$ cat src/hw/rtl/swt_pkg.sv
// Shared types, codes and stage tables for the staged watchdog timer.
// No dependencies; used by every module of the block.
package swt_pkg;

	localparam int unsigned NUM_STAGES   = 8;
	localparam int unsigned NUM_REGS     = 8;
	localparam int unsigned LIMIT_W      = 32;
	localparam int unsigned QUEUE_DEPTH  = 2;
	localparam logic        CACHE_ORDER_DEF = 1'b0;

	localparam logic [2:0] LAST_POS = 3'd7;

	localparam logic [2:0] REQ_TICK      = 3'd0;
	localparam logic [2:0] REQ_TRANS     = 3'd1;
	localparam logic [2:0] REQ_STOP      = 3'd2;
	localparam logic [2:0] REQ_HEARTBEAT = 3'd3;
	localparam logic [2:0] REQ_START     = 3'd4;

	localparam logic [2:0] REG_ENABLE = 3'd0;

	typedef enum logic [1:0] {
		MODE_STOPPED  = 2'd0,
		MODE_RUNNING  = 2'd1,
		MODE_TIMEDOUT = 2'd2
	} mode_t;

	typedef enum logic [2:0] {
		OP_TICK,
		OP_TRANS,
		OP_STOP,
		OP_HEARTBEAT,
		OP_START,
		OP_NOP
	} op_t;

	typedef struct packed {
		op_t        op;
		logic [2:0] code;
	} cmd_t;

	typedef logic [NUM_REGS-1:0][LIMIT_W-1:0] limits_t;

	localparam logic [2:0] PLAIN_ORDER [NUM_STAGES] = '{3'd0, 3'd1, 3'd2, 3'd3,
		3'd4, 3'd5, 3'd6, 3'd7};
	localparam logic [2:0] CACHE_ORDER_TBL [NUM_STAGES] = '{3'd0, 3'd1, 3'd5, 3'd2,
		3'd3, 3'd4, 3'd6, 3'd7};
	// register holding the limit for reaching each stage code; 0 means no limit reg
	localparam logic [2:0] LIMIT_REG [NUM_STAGES] = '{3'd0, 3'd1, 3'd2, 3'd4,
		3'd5, 3'd3, 3'd6, 3'd7};

	function automatic logic [2:0] stage_at(input logic cache, input logic [2:0] pos);
		return cache ? CACHE_ORDER_TBL[pos] : PLAIN_ORDER[pos];
	endfunction

	function automatic logic [2:0] limit_reg_of(input logic [2:0] stage);
		return LIMIT_REG[stage];
	endfunction

endpackage

$ cat src/hw/rtl/swt_front.sv
// Front end: takes request words, decodes them into commands, holds one in a stage.
// Depends on swt_pkg.
module swt_front (
	input  logic          clk,
	input  logic          arst_n,
	input  logic          in_valid,
	output logic          in_stall,
	input  logic [2:0]    req_type,
	input  logic [2:0]    stage_code,
	output logic          push,
	output swt_pkg::cmd_t push_cmd,
	input  logic          q_full
);
	import swt_pkg::*;

	logic valid_s1;
	cmd_t cmd_s1;
	cmd_t dec;
	logic take;

	always_comb begin
		dec.code = stage_code;
		case (req_type)
			REQ_TICK:      dec.op = OP_TICK;
			REQ_TRANS:     dec.op = OP_TRANS;
			REQ_STOP:      dec.op = OP_STOP;
			REQ_HEARTBEAT: dec.op = OP_HEARTBEAT;
			REQ_START:     dec.op = OP_START;
			default:       dec.op = OP_NOP;
		endcase
	end

	assign push     = valid_s1 && !q_full;
	assign push_cmd = cmd_s1;
	assign in_stall = valid_s1 && q_full;
	assign take     = in_valid && !in_stall;

	always_ff @(posedge clk or negedge arst_n) begin
		if (!arst_n) begin
			valid_s1 <= 1'b0;
		end else if (take) begin
			valid_s1 <= 1'b1;
		end else if (push) begin
			valid_s1 <= 1'b0;
		end
	end

	always_ff @(posedge clk) begin
		if (take) begin
			cmd_s1 <= dec;
		end
	end

endmodule

$ cat src/hw/rtl/swt_queue.sv
// Short command queue between the front end and the watchdog back end.
// Depends on swt_pkg.
module swt_queue (
	input  logic          clk,
	input  logic          arst_n,
	input  logic          push,
	input  swt_pkg::cmd_t push_cmd,
	output logic          full,
	input  logic          pop,
	output logic          not_empty,
	output swt_pkg::cmd_t head
);
	import swt_pkg::*;

	localparam int unsigned PTR_W = (QUEUE_DEPTH > 1) ? $clog2(QUEUE_DEPTH) : 1;
	localparam int unsigned CNT_W = $clog2(QUEUE_DEPTH + 1);

	cmd_t             mem [QUEUE_DEPTH];
	logic [PTR_W-1:0] wr_ptr_q;
	logic [PTR_W-1:0] rd_ptr_q;
	logic [CNT_W-1:0] count_q;

	assign full      = (count_q == CNT_W'(QUEUE_DEPTH));
	assign not_empty = (count_q != '0);
	assign head      = mem[rd_ptr_q];

	function automatic logic [PTR_W-1:0] bump(input logic [PTR_W-1:0] p);
		return (p == PTR_W'(QUEUE_DEPTH - 1)) ? '0 : p + 1'b1;
	endfunction

	always_ff @(posedge clk or negedge arst_n) begin
		if (!arst_n) begin
			wr_ptr_q <= '0;
			rd_ptr_q <= '0;
			count_q  <= '0;
		end else begin
			if (push) begin
				wr_ptr_q <= bump(wr_ptr_q);
			end
			if (pop) begin
				rd_ptr_q <= bump(rd_ptr_q);
			end
			if (push && !pop) begin
				count_q <= count_q + 1'b1;
			end else if (pop && !push) begin
				count_q <= count_q - 1'b1;
			end
		end
	end

	always_ff @(posedge clk) begin
		if (push) begin
			mem[wr_ptr_q] <= push_cmd;
		end
	end

endmodule

$ cat src/hw/rtl/swt_back.sv
// Back end: run state, stage position and elapsed counter, timeout check, status register.
// Depends on swt_pkg.
module swt_back #(
	parameter logic CACHE_ORDER = swt_pkg::CACHE_ORDER_DEF
) (
	input  logic             clk,
	input  logic             arst_n,
	input  logic             q_not_empty,
	input  swt_pkg::cmd_t    head,
	output logic             pop,
	input  logic             enable,
	input  swt_pkg::limits_t limits,
	output logic             out_valid,
	input  logic             out_stall,
	output logic [1:0]       run_state,
	output logic [2:0]       current_stage,
	output logic [2:0]       stage_position,
	output logic [31:0]      remaining_ticks,
	output logic             timeout_armed,
	output logic             order_error
);
	import swt_pkg::*;

	mode_t               mode_q;
	logic [2:0]          pos_q;
	logic [LIMIT_W-1:0]  elapsed_q;

	mode_t               n_mode;
	logic [2:0]          n_pos;
	logic [LIMIT_W-1:0]  n_el;
	logic                err;
	logic [LIMIT_W-1:0]  limit;
	logic                armed;
	logic                expired;
	logic                fire;

	logic                out_valid_q;
	mode_t               mode_out_q;
	logic [2:0]          pos_out_q;
	logic [LIMIT_W-1:0]  remaining_q;
	logic                armed_q;
	logic                err_q;

	always_comb begin
		n_mode = mode_q;
		n_pos  = pos_q;
		n_el   = elapsed_q;
		err    = 1'b0;
		case (head.op)
			OP_TICK: begin
				if (elapsed_q != '1) begin
					n_el = elapsed_q + 1'b1;
				end
			end
			OP_TRANS: begin
				if (mode_q == MODE_RUNNING) begin
					if (pos_q == LAST_POS) begin
						err = 1'b1;
					end else begin
						err   = (stage_at(CACHE_ORDER, pos_q + 3'd1) != head.code);
						n_pos = pos_q + 3'd1;
					end
					n_el = '0;
				end
			end
			OP_STOP: begin
				if (mode_q == MODE_RUNNING) begin
					n_mode = MODE_STOPPED;
				end
			end
			OP_HEARTBEAT: begin
				n_el = '0;
			end
			OP_START: begin
				n_mode = enable ? MODE_RUNNING : MODE_STOPPED;
				n_pos  = '0;
				n_el   = '0;
			end
			default: begin
			end
		endcase
	end

	assign limit   = limits[limit_reg_of(stage_at(CACHE_ORDER, n_pos + 3'd1))];
	assign armed   = (n_mode == MODE_RUNNING) && (n_pos != LAST_POS);
	assign expired = armed && (n_el >= limit);
	assign fire    = q_not_empty && (!out_valid_q || !out_stall);
	assign pop     = fire;

	always_ff @(posedge clk or negedge arst_n) begin
		if (!arst_n) begin
			mode_q      <= MODE_STOPPED;
			pos_q       <= '0;
			elapsed_q   <= '0;
			out_valid_q <= 1'b0;
		end else begin
			if (fire) begin
				mode_q    <= expired ? MODE_TIMEDOUT : n_mode;
				pos_q     <= n_pos;
				elapsed_q <= n_el;
			end
			if (fire) begin
				out_valid_q <= 1'b1;
			end else if (!out_stall) begin
				out_valid_q <= 1'b0;
			end
		end
	end

	always_ff @(posedge clk) begin
		if (fire) begin
			mode_out_q  <= expired ? MODE_TIMEDOUT : n_mode;
			pos_out_q   <= n_pos;
			remaining_q <= (armed && !expired) ? limit - n_el : '0;
			armed_q     <= armed && !expired;
			err_q       <= err;
		end
	end

	assign out_valid       = out_valid_q;
	assign run_state       = mode_out_q;
	assign stage_position  = pos_out_q;
	assign current_stage   = stage_at(CACHE_ORDER, pos_out_q);
	assign remaining_ticks = remaining_q;
	assign timeout_armed   = armed_q;
	assign order_error     = err_q;

endmodule

$ cat src/hw/rtl/staged_watchdog_timer_top.sv
// Top level of the staged watchdog timer: configuration registers, front, queue, back.
// Depends on swt_pkg, swt_front, swt_queue, swt_back.
// Takes one request word per cycle when not stalled and returns one status word per request,
// in order. A request passes the front stage register, queue and status register; the state
// update and the timeout compare on the selected stage limit run in the back end, which sets
// the rate of one word per cycle while out_stall is low. Configuration writes take effect
// at the next edge; the user must make them while no word is in flight, unchecked here.
module staged_watchdog_timer_top #(
	parameter logic CACHE_ORDER = swt_pkg::CACHE_ORDER_DEF
) (
	input  logic        clk,
	input  logic        arst_n,
	input  logic        cfg_we,
	input  logic [2:0]  cfg_index,
	input  logic [31:0] cfg_wdata,
	input  logic        in_valid,
	output logic        in_stall,
	input  logic [2:0]  req_type,
	input  logic [2:0]  stage_code,
	output logic        out_valid,
	input  logic        out_stall,
	output logic [1:0]  run_state,
	output logic [2:0]  current_stage,
	output logic [2:0]  stage_position,
	output logic [31:0] remaining_ticks,
	output logic        timeout_armed,
	output logic        order_error
);
	import swt_pkg::*;

	logic    enable_q;
	limits_t limit_q;
	limits_t limits;
	logic    push;
	cmd_t    push_cmd;
	logic    q_full;
	logic    q_not_empty;
	logic    pop;
	cmd_t    head;

	always_ff @(posedge clk or negedge arst_n) begin
		if (!arst_n) begin
			enable_q <= 1'b0;
			limit_q  <= '0;
		end else if (cfg_we) begin
			if (cfg_index == REG_ENABLE) begin
				enable_q <= cfg_wdata[0];
			end else begin
				limit_q[cfg_index] <= cfg_wdata;
			end
		end
	end

	always_comb begin
		limits             = limit_q;
		limits[REG_ENABLE] = '0;
	end

	swt_front u_front (
		.clk        (clk),
		.arst_n     (arst_n),
		.in_valid   (in_valid),
		.in_stall   (in_stall),
		.req_type   (req_type),
		.stage_code (stage_code),
		.push       (push),
		.push_cmd   (push_cmd),
		.q_full     (q_full)
	);

	swt_queue u_queue (
		.clk       (clk),
		.arst_n    (arst_n),
		.push      (push),
		.push_cmd  (push_cmd),
		.full      (q_full),
		.pop       (pop),
		.not_empty (q_not_empty),
		.head      (head)
	);

	swt_back #(
		.CACHE_ORDER (CACHE_ORDER)
	) u_back (
		.clk             (clk),
		.arst_n          (arst_n),
		.q_not_empty     (q_not_empty),
		.head            (head),
		.pop             (pop),
		.enable          (enable_q),
		.limits          (limits),
		.out_valid       (out_valid),
		.out_stall       (out_stall),
		.run_state       (run_state),
		.current_stage   (current_stage),
		.stage_position  (stage_position),
		.remaining_ticks (remaining_ticks),
		.timeout_armed   (timeout_armed),
		.order_error     (order_error)
	);

`ifndef SYNTHESIS
	a_armed_running: assert property (@(posedge clk) disable iff (!arst_n)
		out_valid && timeout_armed |->
			(run_state == MODE_RUNNING) && (stage_position != LAST_POS))
		else $error("armed status outside running state or at last stage");

	a_armed_remaining: assert property (@(posedge clk) disable iff (!arst_n)
		out_valid && timeout_armed |-> remaining_ticks != '0)
		else $error("armed status with no ticks remaining");

	a_idle_remaining: assert property (@(posedge clk) disable iff (!arst_n)
		out_valid && !timeout_armed |-> remaining_ticks == '0)
		else $error("remaining ticks reported while not armed");

	a_no_pop_empty: assert property (@(posedge clk) disable iff (!arst_n)
		pop |-> q_not_empty)
		else $error("queue popped while empty");
`endif

endmodule
$ cat config.mk
export PLATFORM = sky130hd
export DESIGN_NAME = staged_watchdog_timer_top
export DESIGN_NICKNAME = d
export VERILOG_FILES = /design/src/hw/rtl/swt_pkg.sv /design/src/hw/rtl/swt_front.sv /design/src/hw/rtl/swt_queue.sv /design/src/hw/rtl/swt_back.sv /design/src/hw/rtl/staged_watchdog_timer_top.sv
export SDC_FILE = /design/constraint.sdc
export NUM_CORES = 1
export LEC_CHECK = 0
export BUFFER_PORTS_ARGS = -buffer_cell sky130_fd_sc_hd__buf_2
export CAP_MARGIN = 20
export CORE_AREA = 8 8 197 199
export DETAILED_ROUTE_END_ITERATION = 6
export DIE_AREA = 0 0 205 207
export GPL_TIMING_DRIVEN = 0
export PLACE_DENSITY = 0.74
export SLEW_MARGIN = 20
export SYNTH_ARGS = -nofsm -noshare
export SYNTH_HDL_FRONTEND = slang
export SYNTH_SLANG_ARGS = --single-unit
$ cat constraint.sdc
create_clock -name clk -period 15.4 [get_ports clk]
set_clock_uncertainty 0.2 [all_clocks]
set_input_delay 3.08 -clock clk [delete_from_list [all_inputs] [get_ports clk]]
set_output_delay 3.08 -clock clk [all_outputs]
set_load 0.05 [all_outputs]
## After elaboration in Yosys (flattened, before gate mapping)

Memory sizes are Yosys's and may differ from the RTL's.
Index checks and enable logic that the tools add are counted.

- Output and inout port bits: 44
- Memories kept: 5
- Memory bits (read-only): 96
- Memory bits (writable): 12
- Input port bits: 46
- Latch bits: 0
- Word-level logic and storage cells: 129
- Register bits: 345

- Multipliers: 0
- Reduce and logical (&&, ||, !) cells: 28
- Add/sub/neg operators: 8
- Equal/unequal tests: 16
- Multiplexer cells: 35
- Magnitude comparators: 8
- Bitwise gates (word level): 5
- Divide/modulo/power cells: 0
- Shift operators: 0

Memory list:

| memory | depth | width | rd ports | clocked after Yosys merged registers in | write ports | line | source |
|---|---|---|---|---|---|---|---|
| (name not given) | 8 | 3 | 1 | 0 | 0 | swt_pkg.sv:52 | `return cache ? CACHE_ORDER_TBL[pos] : PLAIN_ORDER[pos];` |
| (name not given) | 8 | 3 | 1 | 0 | 0 | swt_pkg.sv:52 |  |
| (name not given) | 8 | 3 | 1 | 0 | 0 | swt_pkg.sv:56 | `return LIMIT_REG[stage];` |
| (name not given) | 8 | 3 | 1 | 0 | 0 | swt_pkg.sv:52 |  |
| u_queue.mem | 2 | 6 | 1 | 0 | 1 | swt_queue.sv:18 | `cmd_t mem [QUEUE_DEPTH];` |

Operator list:

| kind | number |
|---|---|
| 256-bit bitwise mux | 1 |
| 32-bit 2-to-1 mux | 4 |
| 32-bit binary-select mux with 3-bit select | 1 |
| 32-bit demux with 3-bit select | 1 |
| 32-bit case mux with 3 select lines | 1 |
| 32-bit by 1-bit adder with 32-bit output (second input constant) | 1 |
| 32-bit greater-or-equal comparator | 1 |
| 32-bit inequality test (second input constant) | 1 |
| 32-bit subtractor | 1 |
| 3-bit 2-to-1 mux | 10 |
| 4-bit greater-or-equal comparator (second input constant) | 4 |
| 3-bit NOT with 4-bit output | 4 |
| 3-bit case mux with 5 select lines | 1 |
| 3-bit by 2-bit == test with 1-bit output (second input constant) | 4 |
| 1-bit logical AND | 10 |
| 1-bit 2-to-1 mux | 10 |
| 3-bit == test (second input constant) | 3 |
| 3-bit logical NOT | 3 |
| 3-bit by 4-bit < comparator with 1-bit output (second input constant) | 2 |
| 2-bit 2-to-1 mux | 4 |
| 1-bit logical NOT | 7 |
| 3-bit by 1-bit adder with 3-bit output (second input constant) | 2 |
| 3-bit by 1-bit == test with 1-bit output (second input constant) | 2 |
| 3-bit case mux with 2 select lines | 1 |
| 15 further kinds | 21 |

## Logic depth before layout (Yosys ltp)

- Word-level depth: 19
- Gate-level depth with buffers: 28
- Depth with buffers taken out: 24

## Cells and area by module

A second synthesis with hierarchy kept.

- Cell total of the unflattened synthesis: 1,622
- Area total of the unflattened synthesis: 18,008.5 um2

By module, submodules not included:

| module | cells each | area each (um2) | times used | sequential area each (um2) |
|---|---|---|---|---|
| staged_watchdog_timer_top | 487 | 8,868.5 | 1 | 5,630.4 |
| swt_back | 1,086 | 8,265.4 | 1 | 2,122.0 |
| swt_queue | 35 | 624.3 | 1 | 460.4 |
| swt_front | 14 | 250.2 | 1 | 205.2 |

## Worst setup path before layout

No wires, ideal clock.

- Kind: flip-flop to flip-flop
- Start: register u_back.pos_q[0]
- End: register u_back.remaining_q[5], in the netlist u_back.remaining_ticks[5], data pin
- Setup time: 0.269 ns
- Required time: 14.931 ns
- Cell stages (with the launch flop): 24
- Period minus slack after synthesis: 5.945 ns
- Slack: 9.455 ns
- Buffers on the path: 7
- Arrival: 5.477 ns
- Path through: dfrtp_1 ha_1 ha_1 nor3_1 o21ai_0 a2bb2oi_2 buf_2 clkbuf_1 nor2_1 ha_1 clkbuf_1 clkbuf_1 nand3_2 buf_2 o22ai_1 nor3_1 ha_1 clkbuf_1 nand4_1 or4_1 or4_1 nand3_1 buf_2 nor3_1

- Word-level cells in the longest chain between the ends: 19
- Elaborated cells between the ends (all ways): 23
- Those cells by class: add/sub (3); order compare (1); eq/ne (2); mux (9); bitwise (2); reduce/logical (4); memory (2)

RTL lines:

| item | line | source |
|---|---|---|
| start, declared | swt_back.sv:25 | `logic [2:0] pos_q;` |
| start signal, assigned | swt_back.sv:99 | `pos_q <= n_pos;` |
| 3-bit by 1-bit adder with 3-bit output or 3-bit == test (tied branches) | swt_back.sv:61, swt_back.sv:57 |  |
| 3-bit 2-to-1 mux | swt_back.sv:57 | `if (pos_q == LAST_POS) begin` |
| 3-bit 2-to-1 mux | swt_back.sv:56 | `if (mode_q == MODE_RUNNING) begin` |
| 3-bit case mux with 2 select lines (*) | swt_back.sv:49 | `case (head.op)` |
| 3-bit by 1-bit adder with 3-bit output | swt_back.sv:84 | `assign limit = limits[limit_reg_of(stage_at(CACHE_ORDER, n_pos + 3'd1))];` |
| 3-bit NOT with 4-bit output | n/a |  |
| memory 8 x 3 bit | n/a |  |
| 3-bit 2-to-1 mux (not written as such) (2 in a row) | swt_pkg.sv:52 |  |
| 3-bit NOT with 4-bit output (not written as such) | swt_pkg.sv:56 |  |
| memory 8 x 3 bit | n/a |  |
| 3-bit 2-to-1 mux (not written as such) (2 in a row) | swt_pkg.sv:56 |  |
| 32-bit binary-select mux with 3-bit select | swt_back.sv:84 |  |
| 32-bit 2-to-1 mux (not written as such) | swt_back.sv:84 |  |
| 32-bit greater-or-equal comparator | swt_back.sv:86 | `assign expired = armed && (n_el >= limit);` |
| 1-bit logical AND | swt_back.sv:86 |  |
| 1-bit logical NOT | swt_back.sv:114 | `remaining_q <= (armed && !expired) ? limit - n_el : '0;` |
| 1-bit logical AND | swt_back.sv:114 |  |
| end signal, assigned | swt_back.sv:114 |  |
| end, declared | swt_back.sv:40 | `logic [LIMIT_W-1:0] remaining_q;` |

Mark *: on every way between the ends. The rest lies on a longest branch, timed or not. The select of a mux whose other input is x is not followed.
A chain may end at the register's enable or synchronous reset.

## Worst setup path after layout

- Start: register u_back.pos_q[0]
- End: register u_back.remaining_q[19], in the netlist u_back.remaining_ticks[19], data pin

Same word-level chain as after synthesis.

==> out/results.ini <==
[placement]
portBuffers=86
place_area_mm2=0.01893
dp_hpwl_um=36490
dp_slack_ps=6804
place_congestion=0.9195

[worst_setup_path]
arrival_ps=9010
start_kind=flop
critical_path_required_ps=15480
endpoint_kind=flop
worstSetupPathType=reg2reg
worstReg2RegStart=u_back.pos_q[0]
reg2reg_depth=26
rrSetupSlack_ps=6470
cp_max_fo=10
r2r-end=u_back.remaining_ticks[19]

[synth]
synth_flop_cell=dfrtp_1
synth_commonest_cells=dfrtp_1, mux2_2, nand2_1, o21ai_0, a21oi_1
yosys-top-cells-area=dfrtp_1, mux2_2, edfxtp_1, nand2_1, o21ai_0
synth.net_count=1801
syn_inst=1716
synth_top_area_cell=dfrtp_1
synth-seq-cells=325
syn-cell-area_mm2=0.01785
seq_area_frac_synth=0.4716
async_reset_ff_frac=0.8246
yosysMostFrequentCell=dfrtp_1
synth-edff-count=57
yosysWarnings=0
syn_area_per_cell_um2=10.40
ys_types=73
synth_top_area_frac=0.3757

[sta]
slew_headroom=0.2523
finalHoldViolations=0
max_freq_ghz=0.1120
setup_tns_ps=0
slew_violations=0
setup_slack_ps=6470
grt_setup_unrepaired=no
worst_pin_slew_ps=1119
fin_crit_sh=0.5799
setup_viol=0
fin_crit_ps=8930

[clock_network]
clkTransAtPathRegs_ps=60
cts_root_buffer=clkbuf_16
cts_buffers=36
cts_max_level=2
cts-resized-gates=0
post_cts_buffers=0
cts_tree=done
clock_latency_ps=560
cts-hold-fix-buffers=0
cts_buffer_depth=3
clock_sinks=325

[power_and_ir_drop]
power_mw=4.381
powerDensity_mw_per_mm2=218.5
total_leakage_power_nw=8.349
peakVddDrop_mv=0.1583

[route]
wl_per_cell_um=22.14
initialDrtViolationCount=1258
routed-wl-met2_um=24760
dr.pass1.iters=5
drc_errors=0
via_count=14412
dr.max_layer_used=met5
met1_length_um=21290
routed_via_density=6.162
wirelength_um=51790
final_antenna_net_count=0
wl_met3_um=4066

[floorplanning]
io_pins=90
rows=70
dieArea_mm2=0.04244
initial_utilization=0.4970
die_y_um=207
core_mm2=0.03591
die-width_um=205

[hold_path]
hold_path_class=reg2reg
hold_path.startpoint=u_front.push_cmd[2]
hold_depth=0
hold_end=u_queue.mem[1][2]

[final_layout]
area_growth_pct=12.32
fillers=3089
fin_area_mm2=0.02005
num-nets-final=1927
final_layout_size_suffix_gt1_frac=0.2404

[grt]
grt_usage=0.2406
grt_pass1_vias=14394
antenna_found_initial=7
grt_pass1_wl_um=81130
grt_start_max_net_pins=102
grt-ovfl-total=0

[flow_run]
drv_cap=0

[run_status]
status=finished clean

-- registers in the layout (all words and copies together), names as in the netlist --
signal / cells
u_queue.wr_ptr_q: 1
u_queue.mem: 12
u_back.pos_q: 3
u_back.run_state: 2
u_back.out_valid: 1
u_back.mode_q: 2
u_back.elapsed_q: 32
u_back.remaining_ticks: 32
enable_q: 1
u_queue.rd_ptr_q: 1
u_front.push_cmd: 6
u_back.order_error: 1
u_front.valid_s1: 1
u_back.stage_position: 3
limit_q: 224
u_queue.count_q: 2
u_back.timeout_armed: 1
-- routing by layer --
metal,global-route usage,vias to the layer above
met5,0,-
met4,0.08284,10
met3,0.05649,129
met2,0.3945,558
met1,0.3082,7153
li1,-,6562
-- power breakdown --
group | total [mW] | internal [mW] | switching [mW] | leakage (nW)
logic | 2.34 | 0.826 | 1.51 | 3.97
clock network | 0.824 | 0.466 | 0.358 | 0.539
registers | 1.22 | 1.11 | 0.107 | 3.84
total | 4.38 | 2.41 | 1.97 | 8.35
-- worst max path at each step --
stage | start | to | slack [ps]
after global routing | u_back.pos_q[0] | u_back.remaining_ticks[5] | 6160
after global placement | arst_n | limit_q[122] | 6200
after CTS | u_back.pos_q[0] | u_back.remaining_ticks[19] | 6720
after floorplan | u_back.pos_q[0] | u_back.remaining_ticks[5] | 9450
after detailed placement | u_back.pos_q[0] | u_back.remaining_ticks[19] | 6800
final | u_back.pos_q[0] | u_back.remaining_ticks[19] | 6470
-- through the flow --
stage | hold WS, ps | utilization | instances
after floorplan | 221.5 | - | 1716
after global placement | 226.5 | 0.5253 | 2270
after detailed placement | 231.9 | 0.5272 | 2272
after CTS | 239.7 | 0.5580 | 2336
after global routing | 255.7 | 0.5581 | 2337
final | 244.8 | 0.5583 | 2339
-- layout by cell type (no fill, tap or decap), types with 5 or more instances in the layout --
master | synthesis | routed
nor4_1 | 7 | 7
o21ai_1 | 9 | 9
nand3b_1 | 7 | 7
nand3_1 | 56 | 56
buf_4 | 8 | 8
inv_1 | 21 | 21
and4_1 | 6 | 6
o22ai_1 | 63 | 63
clkbuf_1 | 76 | 89
a21oi_1 | 95 | 95
o211ai_1 | 6 | 6
mux2_2 | 253 | 253
nor3_1 | 61 | 61
nor3b_1 | 5 | 5
nand4_1 | 15 | 15
clkbuf_16 | 0 | 36
o21a_1 | 6 | 6
nor2_1 | 84 | 84
a21o_1 | 19 | 19
buf_2 | 23 | 108
mux2i_1 | 12 | 12
dfrtp_1 | 268 | 268
o221ai_1 | 12 | 12
a211oi_1 | 5 | 5
edfxtp_1 | 57 | 57
nor2b_1 | 30 | 30
a31oi_1 | 12 | 12
o21ai_0 | 107 | 107
clkbuf_8 | 0 | 6
and2_1 | 10 | 10
nand2_1 | 170 | 170
and3_1 | 19 | 19
ha_1 | 38 | 38
a2bb2oi_1 | 26 | 26
xnor2_1 | 20 | 20
o21bai_1 | 5 | 5
o31a_1 | 7 | 7
nand2b_1 | 16 | 16
xor2_1 | 14 | 14
-- cell type report --
| type | count | area (µm²) | share of cell area |
|---|---|---|---|
| inverter | 23 | 86.33 | 0.004307 |
| clock inverter | 8 | 70.07 | 0.003495 |
| multi-input combinational | 1252 | 8818 | 0.4399 |
| tap | 468 | 585.6 | 0.02921 |
| antenna | 3 | 7.507 | 0.0003745 |
| timing repair buffer | 88 | 495.5 | 0.02472 |
| buffer | 116 | 529.3 | 0.02640 |
| sequential | 325 | 8418 | 0.4199 |
| clock buffer | 56 | 1036 | 0.05168 |
-- cell families after synthesis --
| kind of cell | after synthesis | synth area share |
|---|---|---|
| XOR/XNOR | 34 | 0.01668 |
| flip-flops | 325 | 0.4716 |
| AO/OA/AOI/OAI | 405 | 0.1412 |
| adder cells (fa/ha/maj) | 39 | 0.02776 |
| multiplexers | 270 | 0.1703 |
| buffers and inverters | 139 | 0.03428 |
| AND/OR/NAND/NOR | 504 | 0.1381 |
-- critical path: stages, from the launching register on --
cell	delay, ps
dfrtp_1	460
ha_1	270
ha_1	250
nor3_1	180
o21ai_0	120
a2bb2oi_2	340
buf_2	340
clkbuf_1	450
nor2_1	80
ha_1	460
clkbuf_1	450
clkbuf_1	710
nor2_1	210
nand2_2	300
buf_2	340
o22ai_1	150
nor3_1	690
ha_1	420
a21o_1	210
or3_1	300
o21ai_0	400
o21ai_1	270
nand3_1	140
nand2_1	140
nand3_1	270
buf_2	370
nor2_1	130
No activity file was read; power rests on OpenSTA's default activity.
